<file path="src/rtl/ses_pkg.sv">
// ----------------------------------------------------------------------------
// ses_pkg
// Types and constants shared by the servo enable sequencer modules.
// ----------------------------------------------------------------------------
`timescale 1ns / 1ps
`default_nettype none

package ses_pkg;

  localparam int unsigned WAIT_COUNT_WIDTH_DEF = 16;
  localparam int unsigned BRKOFF_TICKS         = 20;
  localparam int unsigned POWER_QUAL_TICKS     = 8;
  localparam int unsigned POWER_COUNT_WIDTH    = 4;

  localparam int unsigned IN_TDATA_WIDTH  = 40;
  localparam int unsigned OUT_TDATA_WIDTH = 16;
  localparam int unsigned CFG_INDEX_WIDTH = 2;
  localparam int unsigned CFG_DATA_WIDTH  = 31;

  // register indexes
  localparam logic [CFG_INDEX_WIDTH-1:0] REG_BRAKE_PRESENT    = 2'd0;
  localparam logic [CFG_INDEX_WIDTH-1:0] REG_BRAKE_HOLD_TIME  = 2'd1;
  localparam logic [CFG_INDEX_WIDTH-1:0] REG_ZERO_SPEED_LIMIT = 2'd2;

  // run modes
  localparam logic [1:0] MODE_POSITION = 2'd0;
  localparam logic [1:0] MODE_SPEED    = 2'd1;
  localparam logic [1:0] MODE_TORQUE   = 2'd2;
  localparam logic [1:0] MODE_INVALID  = 2'd3;

  typedef enum logic [2:0] {
    ST_INACTIVE = 3'd0,
    ST_BRKOFF   = 3'd1,
    ST_ACTIVE   = 3'd2,
    ST_PREPARE  = 3'd3,
    ST_PWMOFF   = 3'd4
  } ses_seq_e;

  typedef struct packed {
    logic        brake_present;
    logic [15:0] brake_hold_time;
    logic [30:0] zero_speed_limit;
  } ses_cfg_t;

  typedef struct packed {
    logic               terminal_ready;
    logic               error_present;
    logic               servo_on;
    logic [1:0]         requested_mode;
    logic signed [31:0] speed_feedback;
  } ses_item_t;

  typedef struct packed {
    logic pwm;
    logic brk;
    logic apr;
    logic asr;
    logic acr;
  } ses_flags_t;

  // sequencer state without the wait counter, whose width is a parameter
  typedef struct packed {
    ses_seq_e                     seq;
    logic                         ready;
    logic [1:0]                   cur_mode;
    logic [1:0]                   pend_mode;
    logic [POWER_COUNT_WIDTH-1:0] power_count;
    logic                         power_ok;
    ses_flags_t                   flags;
  } ses_state_t;

  typedef struct packed {
    logic [2:0] sequencer_state;
    logic       pwm_enable;
    logic       brake_release;
    logic       position_loop_run;
    logic       speed_loop_run;
    logic       current_loop_run;
    logic       servo_ready;
    logic       no_alarm;
    logic       power_ready;
    logic       kernel_fault;
    logic [1:0] active_mode;
    logic       run_allowed;
  } ses_result_t;

  // loop run flags for a mode, pwm and brake left as they are
  function automatic ses_flags_t mode_flags(input ses_flags_t f, input logic [1:0] mode);
    ses_flags_t r;
    r     = f;
    r.apr = (mode == MODE_POSITION);
    r.asr = (mode == MODE_POSITION) || (mode == MODE_SPEED);
    r.acr = (mode != MODE_INVALID);
    return r;
  endfunction

endpackage

`default_nettype wire

</file>
<file path="src/rtl/ses_step.sv">
// ----------------------------------------------------------------------------
// ses_step
// One control tick: alarm, power-ready debounce, servo-ready and the
// five-state enable sequencer, all as combinational next-state logic.
// ----------------------------------------------------------------------------
`timescale 1ns / 1ps
`default_nettype none

module ses_step #(
  parameter int unsigned WAIT_COUNT_WIDTH = ses_pkg::WAIT_COUNT_WIDTH_DEF
) (
  input  ses_pkg::ses_cfg_t            cfg_i,
  input  ses_pkg::ses_item_t           item_i,
  input  ses_pkg::ses_state_t          state_i,
  input  logic [WAIT_COUNT_WIDTH-1:0]  wait_i,
  output ses_pkg::ses_state_t          state_o,
  output logic [WAIT_COUNT_WIDTH-1:0]  wait_o,
  output ses_pkg::ses_result_t         result_o
);

  import ses_pkg::*;

  localparam int unsigned CMP_W = (WAIT_COUNT_WIDTH > 16) ? WAIT_COUNT_WIDTH : 16;

  logic                        no_alarm;
  logic                        pok_d;
  logic [POWER_COUNT_WIDTH-1:0] pcnt_d;
  logic [POWER_COUNT_WIDTH-1:0] pcnt_inc;
  logic                        run_cond;
  logic                        near_zero;
  logic                        brk_wait;
  logic                        hold_wait;
  logic [WAIT_COUNT_WIDTH-1:0] wait_inc;
  logic signed [32:0]          speed_x;
  logic signed [32:0]          lim_x;
  logic                        fault;
  ses_seq_e                    seq_d;
  ses_state_t                  st_d;
  logic [WAIT_COUNT_WIDTH-1:0] wait_d;

  assign no_alarm = !item_i.error_present;
  assign pcnt_inc = state_i.power_count + 1'b1;

  // power-ready debounce: ninth consecutive ready tick qualifies
  always_comb begin
    pcnt_d = state_i.power_count;
    pok_d  = state_i.power_ok;
    if (item_i.terminal_ready) begin
      if (!state_i.power_ok) begin
        if (pcnt_inc > POWER_COUNT_WIDTH'(POWER_QUAL_TICKS)) begin
          pcnt_d = '0;
          pok_d  = 1'b1;
        end else begin
          pcnt_d = pcnt_inc;
        end
      end
    end else begin
      pcnt_d = '0;
      pok_d  = 1'b0;
    end
  end

  assign run_cond  = pok_d && no_alarm && item_i.servo_on;
  assign speed_x   = 33'(item_i.speed_feedback);
  assign lim_x     = $signed({2'b00, cfg_i.zero_speed_limit});
  assign near_zero = (speed_x < lim_x) && (speed_x > -lim_x);
  assign wait_inc  = wait_i + 1'b1;
  assign brk_wait  = cfg_i.brake_present && (CMP_W'(wait_i) < CMP_W'(BRKOFF_TICKS));
  assign hold_wait = cfg_i.brake_present &&
                     (CMP_W'(wait_inc) < CMP_W'(cfg_i.brake_hold_time[15:1]));

  // next sequencer state
  always_comb begin
    seq_d = state_i.seq;
    unique case (state_i.seq)
      ST_INACTIVE: begin
        if (pok_d && no_alarm) seq_d = ST_BRKOFF;
      end
      ST_BRKOFF: begin
        if (!brk_wait) seq_d = ST_ACTIVE;
      end
      ST_ACTIVE: begin
        if (run_cond && (item_i.requested_mode == state_i.cur_mode)) seq_d = ST_ACTIVE;
        else seq_d = ST_PREPARE;
      end
      ST_PREPARE: begin
        if (!state_i.ready) seq_d = ST_PWMOFF;
        else if (near_zero) seq_d = ST_ACTIVE;
        else if (run_cond && (item_i.requested_mode == state_i.cur_mode)) seq_d = ST_ACTIVE;
        else seq_d = ST_PREPARE;
      end
      ST_PWMOFF: begin
        if (!pok_d || !no_alarm || !hold_wait) seq_d = ST_INACTIVE;
      end
      default: seq_d = ST_INACTIVE;
    endcase
  end

  // flags, mode, ready flag and wait counter
  always_comb begin
    st_d             = state_i;
    st_d.power_count = pcnt_d;
    st_d.power_ok    = pok_d;
    wait_d           = wait_i;
    fault            = 1'b0;
    unique case (state_i.seq)
      ST_INACTIVE: begin
        if (pok_d && no_alarm) begin
          // servo-on ignored, speed mode forced on the way out
          st_d.ready    = 1'b1;
          st_d.cur_mode = MODE_SPEED;
          st_d.flags    = mode_flags(state_i.flags, MODE_SPEED);
          wait_d        = '0;
        end else begin
          st_d.flags.apr = 1'b0;
          st_d.flags.asr = 1'b0;
          st_d.flags.acr = 1'b0;
          st_d.flags.pwm = 1'b0;
          st_d.ready     = 1'b0;
        end
      end
      ST_BRKOFF: begin
        st_d.flags.pwm = 1'b1;
        if (brk_wait) begin
          wait_d         = wait_inc;
          st_d.flags.brk = 1'b0;
        end else begin
          st_d.flags.brk = 1'b1;
          wait_d         = '0;
        end
      end
      ST_ACTIVE: begin
        if (run_cond) begin
          st_d.ready     = 1'b1;
          st_d.pend_mode = item_i.requested_mode;
        end else begin
          st_d.ready = 1'b0;
        end
      end
      ST_PREPARE: begin
        if (state_i.ready) begin
          if (near_zero) begin
            st_d.cur_mode = state_i.pend_mode;
            st_d.flags    = mode_flags(state_i.flags, state_i.pend_mode);
            fault         = (state_i.pend_mode == MODE_INVALID);
          end else if (!run_cond) begin
            st_d.ready = 1'b0;
          end else begin
            st_d.pend_mode = item_i.requested_mode;
          end
        end else begin
          wait_d = '0;
        end
      end
      ST_PWMOFF: begin
        st_d.flags.brk = 1'b0;
        if (!pok_d || !no_alarm) begin
          st_d.flags.pwm = 1'b0;
          wait_d         = '0;
        end else if (hold_wait) begin
          st_d.flags.pwm = 1'b1;
          wait_d         = wait_inc;
        end else begin
          st_d.flags.pwm = 1'b0;
          wait_d         = '0;
        end
      end
      default: fault = 1'b1;
    endcase
    st_d.seq = seq_d;
  end

  assign state_o = st_d;
  assign wait_o  = wait_d;

  always_comb begin
    result_o.sequencer_state   = st_d.seq;
    result_o.pwm_enable        = st_d.flags.pwm;
    result_o.brake_release     = st_d.flags.brk;
    result_o.position_loop_run = st_d.flags.apr;
    result_o.speed_loop_run    = st_d.flags.asr;
    result_o.current_loop_run  = st_d.flags.acr;
    result_o.servo_ready       = no_alarm && pok_d;
    result_o.no_alarm          = no_alarm;
    result_o.power_ready       = pok_d;
    result_o.kernel_fault      = fault;
    result_o.active_mode       = st_d.cur_mode;
    result_o.run_allowed       = st_d.ready;
  end

endmodule

`default_nettype wire

</file>
<file path="src/rtl/servo_enable_sequencer_core.sv">
// Servo enable sequencer core.
// Each word on the slave stream is one control tick carrying terminal ready,
// error present, servo-on, the requested run mode and the signed speed
// feedback. Each tick yields exactly one word on the master stream with the
// sequencer state, PWM enable, brake release, loop run flags, servo ready,
// alarm, power ready, kernel fault, active mode and run-allowed flag.
// A tick is taken into an input register, evaluated by the combinational
// step logic and written, together with the new sequencer state, into the
// output register, from which m_axis_tvalid is driven; throughput is one
// word per cycle while the receiver does not stall.
// When the receiver stalls, the result word holds and one more tick can be
// taken into the input register; after that s_axis_tready drops.
// Reset clears both valid flags and the sequencer (inactive, speed mode,
// all drive flags off, power not ready) and loads the register defaults:
// brake present, hold time 200, zero-speed limit 8389.
// Configuration is written through cfg_we_i / cfg_index_i / cfg_data_i
// while no tick is in flight; writes to unused indexes are ignored.
// ----------------------------------------------------------------------------
// servo_enable_sequencer_core
// Top level: stream ports, configuration registers, pipeline registers.
// ----------------------------------------------------------------------------
`timescale 1ns / 1ps
`default_nettype none

module servo_enable_sequencer_core #(
  parameter int unsigned WAIT_COUNT_WIDTH = ses_pkg::WAIT_COUNT_WIDTH_DEF
) (
  input  logic                                 clk_i,
  input  logic                                 rst_ni,
  input  logic                                 cfg_we_i,
  input  logic [ses_pkg::CFG_INDEX_WIDTH-1:0]  cfg_index_i,
  input  logic [ses_pkg::CFG_DATA_WIDTH-1:0]   cfg_data_i,
  input  logic                                 s_axis_tvalid,
  output logic                                 s_axis_tready,
  // terminal_ready, error_present, servo_on, requested_mode[1:0],
  // speed_feedback[31:0], zero fill
  input  logic [ses_pkg::IN_TDATA_WIDTH-1:0]   s_axis_tdata,
  output logic                                 m_axis_tvalid,
  input  logic                                 m_axis_tready,
  // sequencer_state[2:0], pwm_enable, brake_release, position_loop_run,
  // speed_loop_run, current_loop_run, servo_ready, no_alarm, power_ready,
  // kernel_fault, active_mode[1:0], run_allowed, zero fill
  output logic [ses_pkg::OUT_TDATA_WIDTH-1:0]  m_axis_tdata
);

  import ses_pkg::*;

  ses_cfg_t                    cfg_q;
  logic                        in_valid_q;
  ses_item_t                   in_q;
  ses_item_t                   in_d;
  logic                        out_valid_q;
  ses_result_t                 out_q;
  ses_result_t                 res_d;
  ses_state_t                  state_q;
  ses_state_t                  state_d;
  logic [WAIT_COUNT_WIDTH-1:0] wait_q;
  logic [WAIT_COUNT_WIDTH-1:0] wait_d;
  logic                        advance;
  logic                        s_take;

  always_ff @(posedge clk_i or negedge rst_ni) begin
    if (!rst_ni) begin
      cfg_q.brake_present    <= 1'b1;
      cfg_q.brake_hold_time  <= 16'd200;
      cfg_q.zero_speed_limit <= 31'd8389;
    end else if (cfg_we_i) begin
      unique case (cfg_index_i)
        REG_BRAKE_PRESENT:    cfg_q.brake_present    <= cfg_data_i[0];
        REG_BRAKE_HOLD_TIME:  cfg_q.brake_hold_time  <= cfg_data_i[15:0];
        REG_ZERO_SPEED_LIMIT: cfg_q.zero_speed_limit <= cfg_data_i;
        default: ;
      endcase
    end
  end

  assign advance       = in_valid_q && (!out_valid_q || m_axis_tready);
  assign s_axis_tready = !in_valid_q || advance;
  assign s_take        = s_axis_tvalid && s_axis_tready;

  assign in_d.terminal_ready = s_axis_tdata[0];
  assign in_d.error_present  = s_axis_tdata[1];
  assign in_d.servo_on       = s_axis_tdata[2];
  assign in_d.requested_mode = s_axis_tdata[4:3];
  assign in_d.speed_feedback = $signed(s_axis_tdata[36:5]);

  always_ff @(posedge clk_i or negedge rst_ni) begin
    if (!rst_ni) begin
      in_valid_q <= 1'b0;
    end else if (s_take) begin
      in_valid_q <= 1'b1;
    end else if (advance) begin
      in_valid_q <= 1'b0;
    end
  end

  always_ff @(posedge clk_i) begin
    if (s_take) begin
      in_q <= in_d;
    end
  end

  ses_step #(
    .WAIT_COUNT_WIDTH(WAIT_COUNT_WIDTH)
  ) u_step (
    .cfg_i    (cfg_q),
    .item_i   (in_q),
    .state_i  (state_q),
    .wait_i   (wait_q),
    .state_o  (state_d),
    .wait_o   (wait_d),
    .result_o (res_d)
  );

  always_ff @(posedge clk_i or negedge rst_ni) begin
    if (!rst_ni) begin
      state_q.seq         <= ST_INACTIVE;
      state_q.ready       <= 1'b0;
      state_q.cur_mode    <= MODE_SPEED;
      state_q.pend_mode   <= MODE_SPEED;
      state_q.power_count <= '0;
      state_q.power_ok    <= 1'b0;
      state_q.flags       <= '0;
      wait_q              <= '0;
    end else if (advance) begin
      state_q <= state_d;
      wait_q  <= wait_d;
    end
  end

  always_ff @(posedge clk_i or negedge rst_ni) begin
    if (!rst_ni) begin
      out_valid_q <= 1'b0;
    end else if (advance) begin
      out_valid_q <= 1'b1;
    end else if (m_axis_tready) begin
      out_valid_q <= 1'b0;
    end
  end

  always_ff @(posedge clk_i) begin
    if (advance) begin
      out_q <= res_d;
    end
  end

  assign m_axis_tvalid = out_valid_q;
  assign m_axis_tdata  = {1'b0,
                          out_q.run_allowed,
                          out_q.active_mode,
                          out_q.kernel_fault,
                          out_q.power_ready,
                          out_q.no_alarm,
                          out_q.servo_ready,
                          out_q.current_loop_run,
                          out_q.speed_loop_run,
                          out_q.position_loop_run,
                          out_q.brake_release,
                          out_q.pwm_enable,
                          out_q.sequencer_state};

endmodule

`default_nettype wire

</file>
<file path="config.mk">
export PLATFORM = sky130hd
export DESIGN_NAME = servo_enable_sequencer_core
export DESIGN_NICKNAME = d
export VERILOG_FILES = /design/src/rtl/ses_pkg.sv /design/src/rtl/ses_step.sv /design/src/rtl/servo_enable_sequencer_core.sv
export SDC_FILE = /design/constraint.sdc
export NUM_CORES = 1
export LEC_CHECK = 0
export BUFFER_PORTS_ARGS = -buffer_cell sky130_fd_sc_hd__buf_4
export CAP_MARGIN = 20
export CORE_AREA = 10 10 130 132
export DETAILED_ROUTE_END_ITERATION = 16
export DIE_AREA = 0 0 140 142
export GPL_TIMING_DRIVEN = 0
export PLACE_DENSITY_LB_ADDON = 0.05
export RECOVER_POWER = 100
export SYNTH_ARGS = -nofsm -noshare
export SYNTH_HDL_FRONTEND = slang
export SYNTH_HIERARCHICAL = 1
export SYNTH_SLANG_ARGS = --single-unit
export TNS_END_PERCENT = 100
</file>
<file path="constraint.sdc">
create_clock -name clk_i -period 10.86 [get_ports clk_i]
set_input_delay 1.086 -clock clk_i [delete_from_list [all_inputs] [get_ports clk_i]]
set_output_delay 1.086 -clock clk_i [all_outputs]
set_load 0.02 [all_outputs]
</file>
[After elaboration in Yosys (flattened, before gate mapping)]
Index checks and enable logic that the tools add are counted.
Storage, ports and cells
  flip-flop bits (word level): 136
  bits of input ports: 78
  output and inout bits: 18
  word-level logic and storage cells: 135
Cells by class
  $add $sub $neg: 3
  magnitude comparators: 5
  equality and inequality tests: 15
  multiplexer cells: 46
  reductions and logical operators: 32
Operators by type and width (count)
  16-bit 2-to-1 mux: 5
  16-bit one-hot mux with 4 select lines: 1
  32-bit by 33-bit greater-than comparator with 1-bit output: 1
  31-bit negator with 33-bit output: 1
  32-bit < comparator: 1
  3-bit 2-to-1 mux: 7
  1-bit 2-to-1 mux: 17
  16-bit by 1-bit adder with 16-bit output (second input constant): 1
  16-bit by 15-bit < comparator with 1-bit output: 1
  16-bit by 5-bit < comparator with 1-bit output (second input constant): 1
  3-bit one-hot mux with 5 select lines: 1
  4-bit 2-to-1 mux: 3
  2-bit inequality test (second input constant): 6
  2-bit 2-to-1 mux: 5
  1-bit logical AND: 8
  2-bit one-hot mux with 2 select lines: 2
  2-bit one-hot mux with 4 select lines: 1
  2-bit AND reduction: 4
  4-bit AND reduction: 2
  3-bit by 2-bit equality test with 1-bit output (second input constant): 2
  3-bit one-hot mux with 2 select lines: 1
  2-bit nonzero test: 3
  1-bit zero test: 5
  1-bit logical OR: 5
  other kinds (14): 17

[Longest topological paths before layout]
Gate-level depths: netlist of the first run.
  depth in word-level cells: 12
  mapped depth: 18
  gate-level depth less buffers: 17

[Hierarchy]
The synthesis of the first run kept the hierarchy.
Modules (own cells, without submodules)
  servo_enable_sequencer_core: times used 1, cells an instance 237, area each 4844.6 um^2, sequential area each 3677.3 um^2
  ses_step: times used 1, cells an instance 542, area each 3626.0 um^2, sequential area each 0.0 um^2

[Worst setup path before layout of the first run]
No wires, ideal clock.
  path type: reg-to-reg
  from: register cfg_q[4] in the netlist's numbering
  to: register state_q[13] in the netlist's numbering
  library setup time: 125 ps
  arrival: 4098 ps
  required time: 10735 ps
  setup slack: 6637 ps
  cell stages (with the launch flop): 18
  path buffers: 1
  cells stage by stage: dfrtp_1 nor4_2 nand2_1 nor3_2 nand4_1 or3_4 nor4_2 xnor2_1 ha_1 nand3_1 nor3_1 nand3_1 o221ai_1 o2111ai_1 nor2_2 mux2_2 buf_4 mux2_2
RTL lines
  start, declared: RTL line servo_enable_sequencer_core.sv:48  | ses_cfg_t cfg_q;
  end signal, assigned: RTL line servo_enable_sequencer_core.sv:126  | state_q <= state_d;
  end, declared: RTL line servo_enable_sequencer_core.sv:55  | ses_state_t state_q;

==> results.cfg, run 1 <==
[logic_synthesis]
syn_inst = 777
synth_fp_nets = 936
synth_area_per_cell_um2 = 10.85
yosys_warnings = 6
syn_area_mm2 = 0.008431

[setup_path]
critPathKind = register to register
regToRegEndpoint = state_q[13]$_DFFE_PN0P_
worstSetupEndpointType = register
crit_fanout = 6
reg2reg_from = cfg_q[9]$_DFFE_PN0P_
rrSetupSlack_ns = 5.35
cp-start-kind = register
worstPathRequired_ns = 11.17
arrival_ns = 5.82
r2r_cells = 16

[drt]
via_count = 6145
routed_wl_um = 18690
drc_errors = 0
dr.pass1.iters = 6
wl_per_cell_um = 17.23
drtIter0Drc = 296
avgViaCountPerCell = 5.664
antenna_left = 0

[clock_network]
post_cts_resize_count = 0
insertion_delay_ns = 0.42
clk_pin_slew_ns = 0.06
hold_buffers = 0
cts_tree = done
cts.sinks = 135
cts_buffers = 17
ctsLongestPathBuffers = 2
cts_setup_buffers = 0
htreeDepth = 4
cts_root_buf = clkbuf_16

[cells_and_area]
area_growth_pct = 15.05
fin_nets = 1047
utilization_pct = 67.76
n_antenna_cell = 0
drive_gt1_share_pct = 23.75
fill_cells = 1169

[worst_hold_path]
hold_start = cfg_q[44]$_DFFE_PN0P_
min_path_cells = 1
worstHoldPathType = register to register
hold_end = cfg_q[44]$_DFFE_PN0P_

[power]
total_power_w = 0.001690
p_leak_nw = 4.400
cellPowerDensity_mw_per_mm2 = 174.2
worst_ir_drop_vdd_mv = 0.1209

[timing]
fmax_ghz = 0.1813
worst_pin_slew_ns = 3.864
hold_viol_final = 0
worst_hold_slack_ns = 0.4947
maxSlewHeadroom_pct = -157.6
finalSetupTns_ns = 0
grt_setup_unrepaired = no
final-setup-viol-count = 0
slew_viol_final = 110
fin_crit_ns = 5.515
clock_skew_ns = 0.01260
post-route-period-util_pct = 50.78

[global_route]
antenna_found_initial = 0
grt_pass1_wl_um = 30820
grt_pass1_vias = 6456
grtUsageTotal_pct = 18.99
overflow = 0
grt_max_degree = 84

[outcome]
violations = capacitance limit, slew limit
outcome = finished, violations left

[flow_run]
maxCapViolCount = 2

[floorplanning]
rows = 44
die_width_um = 140
die-area_mm2 = 0.01988
coreArea_mm2 = 0.01431
start_util_pct = 58.90
chipHeight_um = 142
ioPinCount = 96

[placement]
dp_hpwl_um = 14290
port_buffers = 91
place.gp.congestion = 0.8972
[worst max-delay path, stage by stage, from the launching register on]
cell and delay, ns:
dfrtp_1 0.42, nor3_1 0.35, nand2_1 0.14, nor3_1 0.55
nand4_1 0.38, or4_1 0.60, xnor2_1 0.16, ha_1 0.34
nand3_1 0.10, nor3_1 0.32, nand2_1 0.11, a31oi_1 0.19
o2111ai_1 0.37, nor2_1 0.59, mux2_1 0.39, clkbuf_4 0.14
mux2_2 0.26
[stage by stage]
stage          instance area [um^2]  cells  worst slack [ns]
2_1_floorplan                  8431    777             6.637
3_3_place_gp                   9344   1052             5.904
3_5_place_dp                   9345   1052             5.814
4_1_cts                        9913   1084             5.734
5_1_grt                        9699   1085             4.954
6_report                       9699   1085             5.345
[final cells by class]
cell class | instances | area (um^2) | area share, %
Clock inverter | 11 | 86.33 | 0.8901
Timing Repair Buffer | 92 | 611.8 | 6.308
Multi-Input combinational cell | 542 | 4183 | 43.12
Sequential cell | 135 | 3652 | 37.65
Buffer | 32 | 196.4 | 2.025
Tap cell | 184 | 230.2 | 2.374
Inverter | 68 | 257.7 | 2.657
Clock buffer | 21 | 481.7 | 4.966
[worst max-delay path by stage]
stage	from	to	depth (start not counted)
finish	cfg_q[9]$_DFFE_PN0P_	state_q[13]$_DFFE_PN0P_	16
global route	cfg_q[9]$_DFFE_PN0P_	state_q[13]$_DFFE_PN0P_	16
CTS	cfg_q[4]$_DFFE_PN0P_	state_q[13]$_DFFE_PN0P_	17
detailed placement	cfg_q[4]$_DFFE_PN0P_	state_q[13]$_DFFE_PN0P_	17
global placement	cfg_q[4]$_DFFE_PN0P_	state_q[13]$_DFFE_PN0P_	17
floorplan	cfg_q[4]$_DFFE_PN0P_	state_q[13]$_DFFE_PN0P_	17
[metal layers]
| metal | GRT usage (%) | wire length, um | share of wire [%] |
|---|---|---|---|
| met1 | 23.50 | 8219 | 44 |
| met2 | 31.35 | 9110 | 49 |
| met3 | 5.541 | 1092 | 5.8 |
| met4 | 6.033 | 270 | 1.4 |
| met5 | 0 | 0 | 0 |
[state kept, by name (all words and copies together) (netlist names)]
signal,cells
cfg_q,47
in_q,37
state_q,18
wait_q,16
m_axis_tdata,15
in_valid_q,1
m_axis_tvalid,1
[cell usage in the layout (no fill, tap or decap), types with 5 or more instances in the layout]
master,n
ha_1,81
dfrtp_1,72
mux2_2,70
inv_1,67
nand2_1,62
edfxtp_1,52
buf_4,45
a21oi_1,45
clkbuf_4,42
clkbuf_1,35
xnor2_1,33
nand3_1,28
nor2_1,28
o21ai_0,28
nand4_1,19
clkbuf_16,18
nor3_1,14
mux2_1,13
nor2b_1,11
dfstp_2,10
nor4_1,10
a21o_1,9
nand2b_1,7
xor2_1,7
and3_1,7
nand3b_1,6
or2_2,6
inv_6,5
[power by group]
group          total (W)  internal, W  leakage, nW  switching, W
Sequential      0.000676     0.000613         1.52     0.0000628
Combinational   0.000466     0.000206         2.60      0.000260
Clock           0.000548     0.000321        0.273      0.000227
Total            0.00169      0.00114         4.40      0.000549
No activity file was read; power rests on OpenSTA's default activity.
==> inputs of run 2 (changes only) <==
--- a/config.mk
+++ b/config.mk
@@ -5,11 +5,12 @@
 export SDC_FILE = /design/constraint.sdc
 export NUM_CORES = 1
 export LEC_CHECK = 0
+export ABC_AREA = 1
 export BUFFER_PORTS_ARGS = -buffer_cell sky130_fd_sc_hd__buf_4
 export CAP_MARGIN = 20
-export CORE_AREA = 10 10 130 132
+export CORE_AREA = 10 10 143 145
 export DETAILED_ROUTE_END_ITERATION = 16
-export DIE_AREA = 0 0 140 142
+export DIE_AREA = 0 0 153 155
 export GPL_TIMING_DRIVEN = 0
 export PLACE_DENSITY_LB_ADDON = 0.05
 export RECOVER_POWER = 100
==> constraint.sdc (replaced) <==
create_clock -name clk_i -period 4.6 [get_ports clk_i]
set_input_delay 0.46 -clock clk_i [delete_from_list [all_inputs] [get_ports clk_i]]
set_output_delay 0.46 -clock clk_i [all_outputs]
set_load 0.02 [all_outputs]
==> run 2 against run 1 <==
The run still ends with capacitance limit, slew limit left. Worst setup slack got worse by 5.0 ns. Utilization decreased by 7.6 points. Area after synthesis increased by 10%. Power increased by 130%. Synthesized cell count increased by 47%. Cell count increased by 38%. Highest routed layer unchanged.
==> results.cfg, run 2 <==
[outcome]
outcome = finished, violations left
violations = capacitance limit, slew limit

[setup_path]
reg2reg_from = cfg_q[1]$_DFFE_PN0P_
regToRegEndpoint = state_q[1]$_DFFE_PN0P_
critPathKind = register to register
crit_path_frequent_cell = nand2_1
arrival_ns = 4.53
setup.worst_path.start = cfg_q[1]$_DFFE_PN0P_
worstSetupEndpointType = register
critPathMaxStageDelay_ns = 0.38
cp-start-kind = register
rrSetupSlack_ns = 0.39
worstPathRequired_ns = 4.91
crit_fanout = 6
critPathSlowestCell = dfrtp_1
r2r_cells = 31

[logic_synthesis]
yosys_warnings = 6
synth_fp_nets = 1305
syn_inst = 1146
syn_area_mm2 = 0.009299
synth_area_per_cell_um2 = 8.114

[cells_and_area]
largest_register_ffs = 47
fin_nets = 1414
top_register = cfg_q
area_growth_pct = 14.25
mostFrequentLayoutCells = nand2_1, inv_1, ha_1
reg_top3 = cfg_q: 47 flops, in_q: 37 flops, state_q: 18 flops
fill_cells = 1669
drive_gt1_share_pct = 15.69
fin_area_mm2 = 0.01062
n_antenna_cell = 0
layout_commonest_cell = nand2_1

[timing]
worst_pin_slew_ns = 1.641
hold_viol_final = 0
slew_viol_final = 67
fin_crit_ns = 4.214
clock_skew_ns = 0.01314
post-route-period-util_pct = 91.61
worst_hold_slack_ns = 0.2255
final-setup-viol-count = 0
fmax_ghz = 0.2373
maxSlewHeadroom_pct = -9.377
finalSetupTns_ns = 0

[floorplanning]
ioPinCount = 96
rows = 49
start_util_pct = 52.66
die-area_mm2 = 0.02372
chipHeight_um = 155
coreArea_mm2 = 0.01766
die_width_um = 153

[drt]
avgViaCountPerCell = 5.132
antenna_left = 0
drtIter0Drc = 523
dr.pass1.iters = 5
via_count = 7683
routed_wl_um = 22450
drc_errors = 0
wl_per_cell_um = 15.00

[clock_network]
cts.sinks = 135
cts_root_buf = clkbuf_16
htreeDepth = 4
insertion_delay_ns = 0.43
ctsLongestPathBuffers = 2
clk_pin_slew_ns = 0.06
cts_tree = done
cts_buffers = 17

[worst_hold_path]
worstHoldPathType = input pin to register
min_path_cells = 1
hold_end = in_q[9]$_DFFE_PP_
hold_start = s_axis_tdata[14]

[power]
p_leak_nw = 5.443
worst_ir_drop_vdd_mv = 0.2697
cellPowerDensity_mw_per_mm2 = 370.0
total_power_w = 0.003931

[global_route]
grt_max_degree = 84
grtUsageTotal_pct = 19.08
overflow = 0
antenna_found_initial = 0
grt-busiest-layer = met2
grt_pass1_wl_um = 37520
grt_util_met2_pct = 29.95
use_met1_pct = 26.38
grt_pass1_vias = 7513
met3_usage_pct = 4.439

[placement]
port_buffers = 88
place.gp.congestion = 0.8879
postPlaceCellArea_mm2 = 0.01025
dp_hpwl_um = 17100

[flow_run]
maxCapViolCount = 2
==> run 2: final cells by class <==
class | count | area, um^2 | area share, %
Inverter | 138 | 521.8 | 4.911
Clock buffer | 18 | 429.2 | 4.040
Clock inverter | 14 | 111.4 | 1.048
Tap cell | 229 | 286.5 | 2.697
Buffer | 50 | 349.1 | 3.286
Multi-Input combinational cell | 823 | 4666 | 43.92
Sequential cell | 135 | 3652 | 34.38
Timing Repair Buffer | 90 | 608.1 | 5.724
==> run 2: metal layers <==
layer  vias to the layer above  wire length (um)
met3                        12              1073
met5                         -                 0
met1                      3537             11150
met4                         0               177
met2                       168             10040
li1                       3966                 -
==> run 2: how the worst max path moves through the flow <==
stage / endpoint / slack, ns / depth (start not counted)
finish: state_q[1]$_DFFE_PN0P_ / 0.39 / 31
global route: state_q[1]$_DFFE_PN0P_ / -0.02 / 31
CTS: state_q[1]$_DFFE_PN0P_ / 0.19 / 31
detailed placement: state_q[1]$_DFFE_PN0P_ / 0.24 / 31
global placement: state_q[1]$_DFFE_PN0P_ / 0.32 / 31
floorplan: state_q[1]$_DFFE_PN0P_ / 1.09 / 31
==> run 2: timing repair <==
| item | CTS | global route |
|---|---|---|
| setup endpoints to repair | 0 | 16 |
| buffers inserted | 0 | 0 |
| hold endpoints to repair | 0 | 26 |
| hold buffers | 0 | 1 |
| gates resized for setup | 0 | 5 |
==> run 2: report_power, final <==
part	switching (W)	total (W)	internal [W]
Sequential	0.000139	0.00157	0.00143
Combinational	0.000698	0.00109	0.000395
Clock	0.000537	0.00127	0.000735
==> run 2: through the flow <==
stage	utilization, %	setup slack (ns)	cells
3_3_place_gp	58.03	0.3231	1463
5_1_grt	60.17	-0.02056	1497
4_1_cts	61.09	0.1919	1495
2_1_floorplan	-	1.089	1146
3_5_place_dp	58.03	0.2445	1463
6_report	60.17	0.3860	1497
==> run 2: worst max-delay path, delay by kind of cell (launching register included) <==
kind	cells	cell delay, ns
XOR/XNOR	1	0.16
buffers and inverters	2	0.24
AND/OR/NAND/NOR	26	2.82
adder cells (fa/ha/maj)	2	0.50
flip-flops	1	0.38
==> inputs of run 3 (changes only) <==
--- a/config.mk
+++ b/config.mk
@@ -8,9 +8,10 @@
 export ABC_AREA = 1
 export BUFFER_PORTS_ARGS = -buffer_cell sky130_fd_sc_hd__buf_4
 export CAP_MARGIN = 20
-export CORE_AREA = 10 10 143 145
+export CORE_AREA = 10 10 106 179
+export CTS_CLUSTER_DIAMETER = 100
 export DETAILED_ROUTE_END_ITERATION = 16
-export DIE_AREA = 0 0 153 155
+export DIE_AREA = 0 0 116 189
 export GPL_TIMING_DRIVEN = 0
 export PLACE_DENSITY_LB_ADDON = 0.05
 export RECOVER_POWER = 100
==> constraint.sdc (replaced) <==
create_clock -name clk_i -period 5 [get_ports clk_i]
set_input_delay 0.5 -clock clk_i [delete_from_list [all_inputs] [get_ports clk_i]]
set_output_delay 0.5 -clock clk_i [all_outputs]
set_load 0.02 [all_outputs]
==> run 3 against run 2 <==
The flow still finishes with violations (capacitance limit, slew limit). Utilization grew 6.2 points. Sequential cell count stayed put. First-iteration DRC count decreased by 45%. Sequential share of layout area is 0.28 points higher. Largest power group unchanged.
==> results.cfg, run 3 (synthesis gave the netlist of run 2 again) <==
[flow_run]
maxCapViolCount = 3

[clock_network]
hold_buffers = 0
insertion_delay_ns = 0.43
cts_root_buf = clkbuf_16
cts_setup_buffers = 0
post_cts_resize_count = 0
cts_buffers = 17
ctsLongestPathBuffers = 2
clk_pin_slew_ns = 0.07
htreeDepth = 4
cts.sinks = 135
cts_tree = done

[power]
p_leak_nw = 5.427
cellPowerDensity_mw_per_mm2 = 345.0
worst_ir_drop_vdd_mv = 0.2725
total_power_w = 0.003635

[placement]
dp_hpwl_um = 17880
dp.cells = 1423
port_buffers = 88
place.gp.congestion = 0.9233

[setup_path]
reg2reg_from = cfg_q[1]$_DFFE_PN0P_
r2r_cells = 29
critPathKind = register to register
critPathTopFamily = simple AND/OR/NAND/NOR gates
critPathMaxStageDelay_ns = 0.38
worst-path-stages = 29
critPathSlowestCell = dfrtp_1
worstSetupEndpointType = register
crit_path_frequent_cell = nand2_1
crit_path_end = state_q[15]$_DFFE_PN0P_
regToRegEndpoint = state_q[15]$_DFFE_PN0P_
cp-start-kind = register
arrival_ns = 4.83
critPathBufInv = 2
crit_fanout = 6
setup.worst_path.start = cfg_q[1]$_DFFE_PN0P_
worstPathRequired_ns = 5.32
rrSetupSlack_ns = 0.49

[floorplanning]
rows = 61
die_width_um = 116
ioPinCount = 96
start_util_pct = 58.58
coreArea_mm2 = 0.01588
die-area_mm2 = 0.02192
chipHeight_um = 189

[drt]
antenna_left = 0
avgViaCountPerCell = 5.356
wl_per_cell_um = 15.86
dr.pass1.iters = 4
drc_errors = 0
routed_wl_um = 23090
via_count = 7798
drtIter0Drc = 286

[global_route]
grt_pass1_wl_um = 37600
overflow = 0
grt_pass1_vias = 7884
grtUsageTotal_pct = 21.62
antenna_found_initial = 1
grt_max_degree = 84

[cells_and_area]
mostFrequentLayoutCells = nand2_1, inv_1, ha_1
reg_top3 = cfg_q: 47 flops, in_q: 37 flops, state_q: 18 flops
area_growth_pct = 13.32
top_register = cfg_q
largest_register_ffs = 47
layout_commonest_cell = nand2_1
fin_nets = 1413
utilization_pct = 66.38
n_antenna_cell = 0
instances_no_fill = 1456
drive_gt1_share_pct = 15.23

[timing]
maxSlewHeadroom_pct = -62.59
fin_crit_ns = 4.508
hold_viol_final = 0
grt_setup_unrepaired = no
clock_skew_ns = 0.01532
post-route-period-util_pct = 90.15
final-setup-viol-count = 0
finalSetupTns_ns = 0
slew_viol_final = 124
fmax_ghz = 0.2219
worst_pin_slew_ns = 2.439

[outcome]
outcome = finished, violations left
violations = capacitance limit, slew limit

[worst_hold_path]
worstHoldPathType = input pin to register
==> run 3: cell types whose count changed in the layout (fill, tap and decap cells not counted), sizes merged <==
cell / change
clkbuf: +9
buf: -6
inv: +5
clkinv: -4
clkinvlp: -2
bufinv: -1
dlygate4sd3: -1
dlymetal6s2s: -1
==> run 3: worst min-delay path by stage <==
stage	startpoint	depth (start not counted)	end	slack, ns
6_report	s_axis_tdata[27]	1	in_q[22]$_DFFE_PP_	0.27
4_1_cts	s_axis_tdata[21]	1	in_q[16]$_DFFE_PP_	0.24
2_1_floorplan	rst_ni	0	cfg_q[10]$_DFFE_PN0P_	0.20
3_3_place_gp	cfg_q[34]$_DFFE_PN1P_	2	cfg_q[34]$_DFFE_PN1P_	0.45
3_5_place_dp	cfg_q[39]$_DFFE_PN0P_	2	cfg_q[39]$_DFFE_PN0P_	0.46
5_1_grt	s_axis_tdata[27]	1	in_q[22]$_DFFE_PP_	0.26
==> run 3: cell type report <==
cell class / instances / area [um^2]
flip-flops and latches: 135 / 3652
clock buffers: 20 / 467.9
well taps: 189 / 236.5
clock inverters: 12 / 91.34
plain buffers: 50 / 340.3
fillers: 1423 / 5338
multi-input cells: 823 / 4631
inverters: 138 / 521.8
repair buffers: 89 / 596.8
==> run 3: worst register-to-register path: cells and delay by family, from the launching register on <==
family,cells,cell delay [ns]
fa+ha+maj,2,0.51
xor+xnor,1,0.16
buf+inv,2,0.25
compound gates,1,0.25
flops,1,0.38
simple gates,23,2.86
==> run 3: metrics by stage <==
stage / area, um^2 / setup slack [ns] / hold WS [ns]
final: 10540 / 0.4925 / 0.2730
after global routing: 10540 / 0.08263 / 0.2579
after CTS: 10760 / 0.5991 / 0.2353
after detailed placement: 10200 / 0.6643 / 0.4584
after global placement: 10200 / 0.6808 / 0.4510
after floorplan: 9299 / 1.489 / 0.2044
==> run 3: metal layers <==
metal / wire (um) / track usage, %
met5: 7 / 0
met4: 1094 / 12.43
met3: 785 / 3.640
met2: 12610 / 40.34
met1: 8587 / 21.49
==> run 3: power by group <==
part / switching [W] / leakage (nW) / internal, W
clock network: 0.000509 / 0.279 / 0.000683
logic: 0.000646 / 3.59 / 0.000361
registers: 0.000124 / 1.56 / 0.00131
